**src/rtl/core/rfsf_pkg.sv**
```systemverilog
`default_nettype none
package rfsf_pkg;

  localparam int FILTER_ORDER    = 4;
  localparam int SINE_TABLE_BITS = 10;
  localparam int COEFF_FRAC_BITS = 20;
  localparam int STATE_FRAC      = 24;
  localparam int SAMPLE_FRAC     = 15;
  localparam int QBITS           = SINE_TABLE_BITS - 2;
  localparam int QSIZE           = 1 << QBITS;
  localparam int ACC_W           = 66;
  localparam int STATE_W         = 40;
  localparam int ROT_W           = 18;
  localparam int CFG_DATA_W      = 48;
  localparam int CFG_ADDR_W      = 3;
  localparam longint unsigned PIHALF_Q30 = 64'd1686629713;

  // Register indexes
  localparam logic [CFG_ADDR_W-1:0] REG_PHASE_STEP = 3'd0;
  localparam logic [CFG_ADDR_W-1:0] REG_SEQ_SEL    = 3'd1;
  localparam logic [CFG_ADDR_W-1:0] REG_NUMER_01   = 3'd2;
  localparam logic [CFG_ADDR_W-1:0] REG_NUMER_23   = 3'd3;
  localparam logic [CFG_ADDR_W-1:0] REG_NUMER_4    = 3'd4;
  localparam logic [CFG_ADDR_W-1:0] REG_DENOM_12   = 3'd5;
  localparam logic [CFG_ADDR_W-1:0] REG_DENOM_34   = 3'd6;

  typedef struct packed {
    logic signed [15:0] alpha_in;
    logic signed [15:0] beta_in;
  } in_item_t;

  typedef struct packed {
    logic signed [15:0] alpha_out;
    logic signed [15:0] beta_out;
  } out_item_t;

  // Rotated sample pair plus the rotation needed to undo it
  typedef struct packed {
    logic signed [ROT_W-1:0] ur;
    logic signed [ROT_W-1:0] ui;
    logic signed [15:0]      cosv;
    logic signed [15:0]      sinb;
  } work_t;

  // Filter coefficients; denom[0] is unused and held at zero
  typedef struct packed {
    logic [FILTER_ORDER:0][23:0] numer;
    logic [FILTER_ORDER:0][23:0] denom;
  } coeff_t;

  typedef enum logic [1:0] {F_IDLE, F_LOOK, F_PUSH} front_state_t;
  typedef enum logic [2:0] {B_IDLE, B_MUL, B_ACC, B_RMUL, B_RACC} back_state_t;

  typedef logic [15:0] qtab_t [0:QSIZE];

  // Quarter-wave sine, Q30 Taylor series evaluated at elaboration
  function automatic qtab_t build_qtab();
    qtab_t t;
    longint unsigned x, x2, term;
    longint sum, r;
    for (int j = 0; j <= QSIZE; j++) begin
      x = (PIHALF_Q30 * longint'(j)) >> QBITS;
      x2 = (x * x) >> 30;
      term = x;
      sum = longint'(x);
      for (int n = 1; n <= 6; n++) begin
        term = (term * x2) >> 30;
        case (n)
          1: term = term / 6;
          2: term = term / 20;
          3: term = term / 42;
          4: term = term / 72;
          5: term = term / 110;
          default: term = term / 156;
        endcase
        if (n % 2 == 1) sum = sum - longint'(term);
        else sum = sum + longint'(term);
      end
      if (sum < 0) sum = 0;
      r = (sum + 16384) >>> 15;
      if (r > 32767) r = 32767;
      t[j] = r[15:0];
    end
    return t;
  endfunction

  localparam qtab_t QTAB = build_qtab();

  // Signed sine of a table phase by quadrant symmetry
  function automatic logic signed [15:0] table_sine(input logic [SINE_TABLE_BITS-1:0] p);
    logic [1:0]     quad;
    logic [QBITS:0] j;
    logic [15:0]    s;
    quad = p[SINE_TABLE_BITS-1 -: 2];
    j = {1'b0, p[QBITS-1:0]};
    s = quad[0] ? QTAB[(QBITS+1)'(QSIZE) - j] : QTAB[j];
    return quad[1] ? -$signed(s) : $signed(s);
  endfunction

  // Round half up by COEFF_FRAC_BITS bits, saturate to STATE_W
  function automatic logic signed [STATE_W-1:0] rnd_sat_state(
      input logic signed [ACC_W-1:0] acc);
    logic signed [ACC_W-1:0] t;
    logic signed [ACC_W-1:0] hi, lo;
    hi = (ACC_W'(1) <<< (STATE_W-1)) - 1;
    lo = -hi - 1;
    t = (acc + (ACC_W'(1) <<< (COEFF_FRAC_BITS-1))) >>> COEFF_FRAC_BITS;
    if (t > hi) t = hi;
    else if (t < lo) t = lo;
    return t[STATE_W-1:0];
  endfunction

endpackage
`default_nettype wire

```
**src/rtl/core/rfsf_fifo.sv**
```systemverilog
`default_nettype none
module rfsf_fifo (
  input  wire logic            clk,
  input  wire logic            rst,
  input  wire logic            wr,
  input  wire rfsf_pkg::work_t wdata,
  output logic                 full,
  input  wire logic            rd,
  output rfsf_pkg::work_t      rdata,
  output logic                 empty
);

  rfsf_pkg::work_t mem [0:1];
  logic wp, rp;
  logic [1:0] count;

  assign full = (count == 2'd2);
  assign empty = (count == 2'd0);
  assign rdata = mem[rp];

  always_ff @(posedge clk) begin
    if (rst) begin
      wp <= 1'b0;
      rp <= 1'b0;
      count <= '0;
    end else begin
      if (wr) wp <= ~wp;
      if (rd) rp <= ~rp;
      count <= count + 2'(wr) - 2'(rd);
    end
  end

  always_ff @(posedge clk) begin
    if (wr) mem[wp] <= wdata;
  end

endmodule
`default_nettype wire

```
**config.mk**
```make
export PLATFORM = sky130hd
export DESIGN_NAME = rfsf_fifo
export DESIGN_NICKNAME = d
export VERILOG_FILES = /design/src/rtl/core/rfsf_pkg.sv /design/src/rtl/core/rfsf_fifo.sv
export SDC_FILE = /design/constraint.sdc
export NUM_CORES = 1
export LEC_CHECK = 0
export ABC_AREA = 1
export BUFFER_PORTS_ARGS = -buffer_cell sky130_fd_sc_hd__buf_2
export CORE_UTILIZATION = 49
export CTS_CLUSTER_SIZE = 16
export DETAILED_ROUTE_END_ITERATION = 8
export GPL_ROUTABILITY_DRIVEN = 1
export PLACE_DENSITY = 0.86
export SLEW_MARGIN = 20
export SYNTH_ARGS = -nofsm -noshare
export SYNTH_HDL_FRONTEND = slang
export SYNTH_SLANG_ARGS = --single-unit
```
**constraint.sdc**
```tcl
create_clock -name clk -period 4.98 [get_ports clk]
set_input_delay 0 -clock clk [delete_from_list [all_inputs] [get_ports clk]]
set_output_delay 0 -clock clk [all_outputs]
set_load 0.02 [all_outputs]
```
# Word-level counts from Yosys, hierarchy flattened
# Memory sizes are Yosys's and may differ from the RTL's. A register that Yosys moved wholly into a read port is not among the register bits.
# Index checks and enable logic that the tools add are counted.
# totals
regBits	4
latch_bits	0
ram_bits	136
mem_bits_ro	0
inputBits	72
output_inout_bits	70
elab_cells	14
mem_count	1
# memory_table
memory	words	word_bits	read_ports	rd_ports_with_merged_regs	write_ports	line	source
mem	2	68	1	1	1	rfsf_fifo.sv:13	rfsf_pkg::work_t mem [0:1];
# classes
n_addsub	2
mul	0
div_mod_pow	0
n_lt_le_gt_ge	0
eq_ne	1
shifts	0
muxes	4
n_bitwise	2
reduce_logical	1
# ops
op	count
two-way mux 1 bit	4
adder 2 x 1 -> 2 bit	1
equality test 2 bit (second input constant)	1
zero test 2 bit	1
NOT 1 bit	2
subtractor 2 x 1 -> 2 bit	1

# Longest topological paths before layout
# Gate-level depths: netlist of run 1.
# depth
ltp_word	3
depth_mapped	9
ltp_nobuf	9

# Least setup slack after synthesis of run 1
# No wires, ideal clock.
# synth_path
path_type	register -> register
from	register wp
to	memory mem[0][0] in the netlist's numbering, enable pin
setup_time_ns	0.496
arrival_time_ns	3.159
required_ns	4.484
setup_slack_ns	1.325
path_stages_with_launch	2
path_buffers	0
period_less_slack_ns	3.655
cell_sequence	dfxtp_1 -> nor2_1
# synth_lines
item	line	source
start: declaration	rfsf_fifo.sv:14	logic wp, rp;
start signal: assignment	rfsf_fifo.sv:27	if (wr) wp <= ~wp;
end: declaration	rfsf_fifo.sv:13	
# Straight into the memory's write port.

==> results of run 1 <==
-- power by group through the flow --
stage / sequential, W / combinational, W / clock [W]
CTS: 0.00142 / 0.000352 / 0.00132
detailed placement: 0.00144 / 0.000306 / 0
global placement: 0.00143 / 0.000297 / 0
global route: 0.00142 / 0.000377 / 0.00137
floorplan: 0.00141 / 0.000223 / 0
finish: 0.00141 / 0.000354 / 0.00130
-- state kept, by name (all words and copies together) (netlist names), named ones only --
signal	flops
mem	136
count	2
wp	1
rp	1
-- cells in the mapped netlist, drive strengths merged --
cell,instances
nand3,1
nor2,8
dfxtp,5
nand2,4
xnor2,1
inv,8
ha,2
nor3,1
mux2,68
edfxtp,136
a21oi,1
buf,8
-- routing by layer --
| layer | part of all wire | wire, µm | track usage | vias up |
|---|---|---|---|---|
| li1 | - | - | - | 1393 |
| met3 | 0.054 | 540 | 0.05690 | 18 |
| met2 | 0.56 | 5598 | 0.3581 | 105 |
| met5 | 0 | 0 | 0 | - |
| met1 | 0.37 | 3693 | 0.1948 | 1423 |
| met4 | 0.019 | 191 | 0.09356 | 0 |
-- per-stage QoR --
| step | instances | instance area [µm²] |
|---|---|---|
| after global routing | 618 | 7388 |
| after CTS | 618 | 7388 |
| final | 618 | 7388 |
| after detailed placement | 514 | 6051 |
| after floorplan | 243 | 5221 |
| after global placement | 514 | 6051 |
-- what timing repair did --
action / CTS / global route
hold buffers: 72 / 0
buffers inserted: 0 / 0
setup endpoints to repair: 0 / 0
endpoints found under the hold margin: 141 / 0
-- cell usage in the layout (no fill, tap or decap) --
cell | netlist | final
mux2_2 | 48 | 48
nand3_1 | 1 | 1
clkinv_1 | 0 | 3
nor2_4 | 0 | 1
dfxtp_1 | 5 | 4
nor2_1 | 8 | 7
ha_1 | 2 | 2
dfxtp_4 | 0 | 1
clkbuf_1 | 0 | 1
inv_2 | 0 | 1
xnor2_1 | 1 | 1
inv_1 | 8 | 7
mux2_4 | 20 | 20
a21oi_1 | 1 | 1
bufinv_16 | 0 | 5
clkinvlp_4 | 0 | 3
nor3_1 | 1 | 1
dlygate4sd3_1 | 0 | 72
clkbuf_8 | 0 | 1
buf_2 | 4 | 141
nand2_1 | 4 | 4
buf_4 | 0 | 2
clkbuf_16 | 0 | 16
clkinv_2 | 0 | 3
edfxtp_1 | 136 | 136
-- final cells by class --
type	count	area, µm²	share of cell area
Clock buffer	18	417.9	0.05656
Timing Repair Buffer	215	1441	0.1951
Sequential cell	141	4188	0.5668
Clock inverter	14	198.9	0.02693
Tap cell	136	170.2	0.02303
Multi-Input combinational cell	86	942.2	0.1275
Inverter	8	30.03	0.004064
-- worst min-delay path by stage --
stage / slack [ps] / cells after the start / to / startpoint
2_1_floorplan: 70 / 1 / count[0] / rst
3_3_place_gp: 190 / 1 / mem[0][33] / wdata[33]
3_5_place_dp: 190 / 1 / mem[1][61] / wdata[61]
4_1_cts: 190 / 2 / mem[0][28] / wdata[28]
5_1_grt: 200 / 2 / mem[0][19] / wdata[19]
6_report: 210 / 2 / mem[0][19] / wdata[19]
-- logic make-up (layout without fill, tap and decap cells) --
logic type,count (synthesis),in the layout
fa+ha+maj,2,2
xor+xnor,1,1
mux,68,68
simple gates,14,14
flops,141,141
buf+inv,16,255
compound gates,1,1
==> metrics.md, run 1 <==
| Metric | Value |
|---|---|
| Status | `completed` |
| Power Dens Cells | `414.9 nW/µm²` |
| Worst path top cell family by delay | `flip-flops` |
| FF-to-FF Start | `wp` |
| Fin crit share | `0.4330` |
| Die width | `between 100 and 150 µm` |
| Final GP Congestion | `0.6849` |
| Fill cell count | `611` |
| Routed length per instance | `approximately 16 µm` |
| Synth Area in Simple Gates | `0.01054` |
| Layout Utilization | `0.7157` |
| Die Span Y | `between 100 and 150 µm` |
| DP Wirelength | `between 5 and 6 mm` |
| Final nets | `543` |
| Largest stage delay, worst path | `around 1000 ps` |
| Synth area leaders | `edfxtp_1 78%, mux2_2 10%, mux2_4 5.8%` |
| Post-Syn Area | `around 5200 µm²` |
| Worst path depth | `2` |
| Final Total Pwr | `0.003065 W` |
| Final setup vio count | `0` |
| Xor/xnor share of the synthesized area | `0.001677` |
| Via density | `4.756` |
| CP endpoint kind | `primary output` |
| Final Skew | `roughly 6.3 ps` |
| Clk slew on worst S/H paths | `60 ps` |
| Clk pwr share | `0.423` |
| Sw power | `0.0006622 W` |
| Unrepaired setup endpoints after global routing | `no` |
| GRT overflow | `0` |
| Critical path class | `flop to primary output` |
| Initial drt markers | `106` |
| Root Buffer | `clkbuf_8` |
| Initial antenna violation count | `0` |
| Startpoint class of the critical path | `flop` |
| Die ar. | `around 11,000 µm²` |
| Count of different cell masters after synthesis | `15` |
| H-tree lvl count | `4` |
| CTS buffer count | `17` |
| Largest net degree at the start of global routing | `69` |
| TNS Setup | `0 ps` |
| Data arrival, critical path | `2160 ps` |
| Worst skew pair latency | `510 ps` |
| Avg Inst Size Synth | `21.49 µm²` |
| Post-synth top area share | `0.7822` |
| Drt first pass iters | `4` |
| Cts repair resizes | `0` |
| Synth Net Count | `between 300 and 400` |
| Biggest area consumer among synthesized cells | `edfxtp_1` |
| Cell Int Power | `roughly 0.0024 W` |
| N_diodes | `0` |
| Final worst slack | `2824 ps` |
| Worst slew pin tran | `1001 ps` |
| Worst Path Buf+Inv | `1` |
| Global-route wire length before repair | `15.62 mm` |
| CTS max path bufs | `2` |
| Worst hold margin | `211.3 ps` |
| Sw frac | `0.2160` |
| Fraction of layout cells with a size suffix above 1 | `0.5021` |
| Max capacitance violation total | `0` |
| Port bufs | `141` |
| Seq cells post-synth | `around 140` |
| Mux contribution to synthesized area | `0.1610` |
| Max VDD drop | `about 0.25 mV` |
| Comb power frac | `0.115` |
| Fin. max-slew vios | `0` |
| Slew Limit Headroom | `0.3327` |
| DRC viols | `0` |
| Crit-path slowest cell | `dfxtp_4` |
| Minimum clock period | `2156 ps` |
| Antenna Nets Post-Route | `0` |
| Reg power frac | `0.461` |
| Yosys Warn Count | `0` |
| GRT Overall Usage | `0.1925` |
| Site Rows | `37` |
| Core ar. | `a little over 10,000 µm²` |
| R2R setup slack | `3110 ps` |
| F_max | `0.4638 GHz` |
| CP endpoint | `rdata[5]` |
| Mapped Cells | `approximately 240` |
| Area Growth Syn to Fin | `41.50%` |
| Compound-gate portion of the synthesized area | `0.0009585` |
| Crit-path max FO | `68` |
| Via count | `between 2,000 and 3,000` |
| CP Cell Sequence | `mux2_2 > buf_2` |
| Worst Hold Class | `input port to flop` |
| Clk sinks | `between 100 and 150` |
| Adder-cell area share of the yosys netlist | `0.004793` |
| Seq/Total Area, Yosys | `0.8013` |
| Critical Path RT | `about 5000 ps` |
| Number of global-route vias before repair | `approximately 3,200` |
| Initial Util | `0.5058` |
| I/O pins | `142` |
| Worst slack, placed | `slightly above 3000 ps` |
| Pleak | `2.894 nW` |
| Drt total wl | `10.02 mm` |
| Hold Fails Final Rpt | `0` |
| Main combinational cell family by area after synthesis | `multiplexers` |
| CTS tree | `built` |
| FF-to-FF path depth | `2` |
| FF-to-FF End | `mem[0][57]` |
Note: power is estimated with default switching activity, not from simulation.
==> run 2: changes to the inputs <==
--- a/config.mk
+++ b/config.mk
@@ -5,13 +5,13 @@
 export SDC_FILE = /design/constraint.sdc
 export NUM_CORES = 1
 export LEC_CHECK = 0
-export ABC_AREA = 1
+export ABC_AREA = 0
 export BUFFER_PORTS_ARGS = -buffer_cell sky130_fd_sc_hd__buf_2
-export CORE_UTILIZATION = 49
+export CORE_UTILIZATION = 47
 export CTS_CLUSTER_SIZE = 16
 export DETAILED_ROUTE_END_ITERATION = 8
 export GPL_ROUTABILITY_DRIVEN = 1
-export PLACE_DENSITY = 0.86
+export PLACE_DENSITY = 0.87
 export SLEW_MARGIN = 20
 export SYNTH_ARGS = -nofsm -noshare
 export SYNTH_HDL_FRONTEND = slang
==> constraint.sdc (replaced) <==
create_clock -name clk -period 1.7 [get_ports clk]
set_input_delay 0 -clock clk [delete_from_list [all_inputs] [get_ports clk]]
set_output_delay 0 -clock clk [all_outputs]
set_load 0.02 [all_outputs]
==> metrics.md, run 2 <==
| Metric | Value |
|---|---|
| Data arrival, critical path | `1690 ps` |
| Most frequent cell after synthesis | `edfxtp_1` |
| N_diodes | `0` |
| Mux contribution to synthesized area | `0.1613` |
| DR top layer | `met4` |
| GRT overflow | `0` |
| Startpoint class of the critical path | `flop` |
| Largest Register | `mem` |
| Final GP Congestion | `0.6717` |
| Post-synth top area share | `0.7833` |
| CTS max path bufs | `2` |
| Top post-synthesis cells by count | `136 x edfxtp_1, 48 x mux2_2, 20 x mux2_4, 5 x dfxtp_1, 5 x nor2_1` |
| Worst Hold Class | `input port to flop` |
| GRT Overall Usage | `0.1779` |
| Final nets | `537` |
| Die ar. | `11,520 µm²` |
| Critical path class | `flop to primary output` |
| Max capacitance violation total | `0` |
| Xor/xnor share of the synthesized area | `0.007679` |
| Max reg flops | `136` |
| Count of different cell masters after synthesis | `14` |
| Initial antenna violation count | `0` |
| Mapped Cells | `between 200 and 250` |
| Initial Util | `0.4810` |
| Final Total Pwr | `about 0.0085 W` |
| Number of global-route vias before repair | `3,126` |
| Unrepaired setup endpoints after global routing | `yes` |
| Via count | `2,963` |
| Hold Fails Final Rpt | `0` |
| Wire length on met2 | `5.697 mm` |
| Critical Path RT | `around 1700 ps` |
| Clk slew on worst S/H paths | `60 ps` |
| Max VDD drop | `around 0.65 mV` |
| DP Wirelength | `5.727 mm` |
| Die Span Y | `107.3 µm` |
| Fin. max-slew vios | `0` |
| Most frequent cells in the layout | `136 x edfxtp_1, 132 x buf_2, 72 x dlygate4sd3_1` |
| I/O pins | `142` |
| TNS Setup | `0 ps` |
| Crit-path slowest cell | `dfxtp_4` |
| Core ar. | `10,840 µm²` |
| Worst hold margin | `215.4 ps` |
| Biggest area consumer among synthesized cells | `edfxtp_1` |
| Post-Syn Area | `5214 µm²` |
| Drt first pass iters | `6` |
| DRC viols | `0` |
| Status | `completed` |
| FF-to-FF path depth | `2` |
| Worst skew pair latency | `510 ps` |
| M1 WL | `between 3 and 4 mm` |
| CP endpoint kind | `primary output` |
| Yosys Warn Count | `0` |
| Commonest non-fill, non-tap cell in the layout | `edfxtp_1` |
| Seq/Total Area, Yosys | `0.8025` |
| Final Skew | `9.955 ps` |
| CTS buffer count | `17` |
| Global-route wire length before repair | `14.84 mm` |
| Initial drt markers | `98` |
| CTS tree | `built` |
| Largest stage delay, worst path | `about 370 ps` |
| Clk sinks | `approximately 140` |
| CP Cell Sequence | `buf_16 > mux2_2 > buf_2` |
| Worst Path Buf+Inv | `2` |
| Largest registers | `mem (136), count (2)` |
| Die width | `107.3 µm` |
| Avg Inst Size Synth | `22.38 µm²` |
| Largest net degree at the start of global routing | `48` |
| Drt total wl | `9.952 mm` |
| Hold depth | `2` |
| Post-synth EDFFs | `136` |
| Adder-cell area share of the yosys netlist | `0.004800` |
| F_max | `roughly 0.6 GHz` |
| Worst path depth | `3` |
| Crit-path max FO | `42` |
| Cell area after layout | `7443 µm²` |
| Synth area leaders | `edfxtp_1 78%, mux2_2 10%, mux2_4 5.8%` |
| Slew Limit Headroom | `0.8004` |
| Main combinational cell family by area after synthesis | `multiplexers` |
| Fin crit share | `0.9930` |
| Via density | `4.810` |
| Synth Area in Simple Gates | `0.008399` |
| Root Buffer | `clkbuf_8` |
| Compound-gate portion of the synthesized area | `0` |
| Worst path top cell family by delay | `buffers and inverters` |
| Synth Net Count | `307` |
| Met3 WL | `around 460 µm` |
| Dpl cell area | `6132 µm²` |
| Power Dens Cells | `1145 nW/µm²` |
| Seq cells post-synth | `141` |
| Minimum clock period | `around 1700 ps` |
| Area Growth Syn to Fin | `42.76%` |
| Port bufs | `between 100 and 150` |
| H-tree lvl count | `4` |
| Antenna Nets Post-Route | `0` |
| Worst slew pin tran | `299.3 ps` |
| Dominant synthesized flop cell | `edfxtp_1` |
| Layout Utilization | `0.6866` |
| Routed length per instance | `16.16 µm` |
| Pleak | `~2.9 nW` |
| Final setup vio count | `0` |
| Async S/R FF share, synth | `0` |
| Fraction of layout cells with a size suffix above 1 | `0.5210` |
| Site Rows | `38` |
run 2: cell types whose count changed in the layout (fill, tap and decap cells not counted), moves of 3 or more:
cell       delta
bufinv_16     -5
inv_1         -5
nand2_1       -4
buf_12        +3
buf_6         +8
buf_2         -9
clkinv_1      -3
run 2: worst paths after layout:
kind,start,endpoint,slack (ps)
setup / recovery,flop,rdata[16],10
hold / removal,wdata[19],mem[1][19],220
setup reg to reg,wp,mem[1][55],410
hold reg to reg,rp,flop,550
run 2: stage by stage:
step	setup slack (ps)	cells
after floorplan	-60.22	233
after global placement	449.4	512
after detailed placement	415.9	512
after CTS	-23.43	616
after global routing	-57.62	616
final	11.91	616
run 2: per-layer routing:
layer,up-vias,GRT usage
met5,-,0
met4,0,0.08415
met3,20,0.05085
met2,110,0.3355
met1,1460,0.1785
li1,1373,-
run 2: area by class of cell:
cell class              instances  area (µm²)
clock buffers                  22       452.9
clock inverters                10       70.07
fillers                       713        3397
inverters                       2       7.507
multi-input cells              82       959.7
flip-flops and latches        141        4189
well taps                     140       175.2
repair buffers                219        1589
run 2: cells by family (layout without fill, tap and decap cells):
family / count (synthesis) / after routing
DFF: 141 / 141
buffers and inverters: 10 / 253
adders and majority gates: 2 / 2
and+or+nand+nor: 9 / 9
xor gates and xnor gates: 3 / 3
muxes: 68 / 68
run 2: power breakdown:
| group | switching [W] | leakage, nW | internal [W] |
|---|---|---|---|
| logic | 0.000635 | 1.32 | 0.000608 |
| clock network | 0.00130 | 0.243 | 0.00186 |
| registers | 0.0000661 | 1.32 | 0.00406 |
run 2: timing repair:
action,4_1_cts,5_1_grt
gates cloned,0,0
hold endpoints to repair,141,0
hold buffers,72,0
setup endpoints to repair,28,65
resized for setup,1,19
setup buffers,0,0
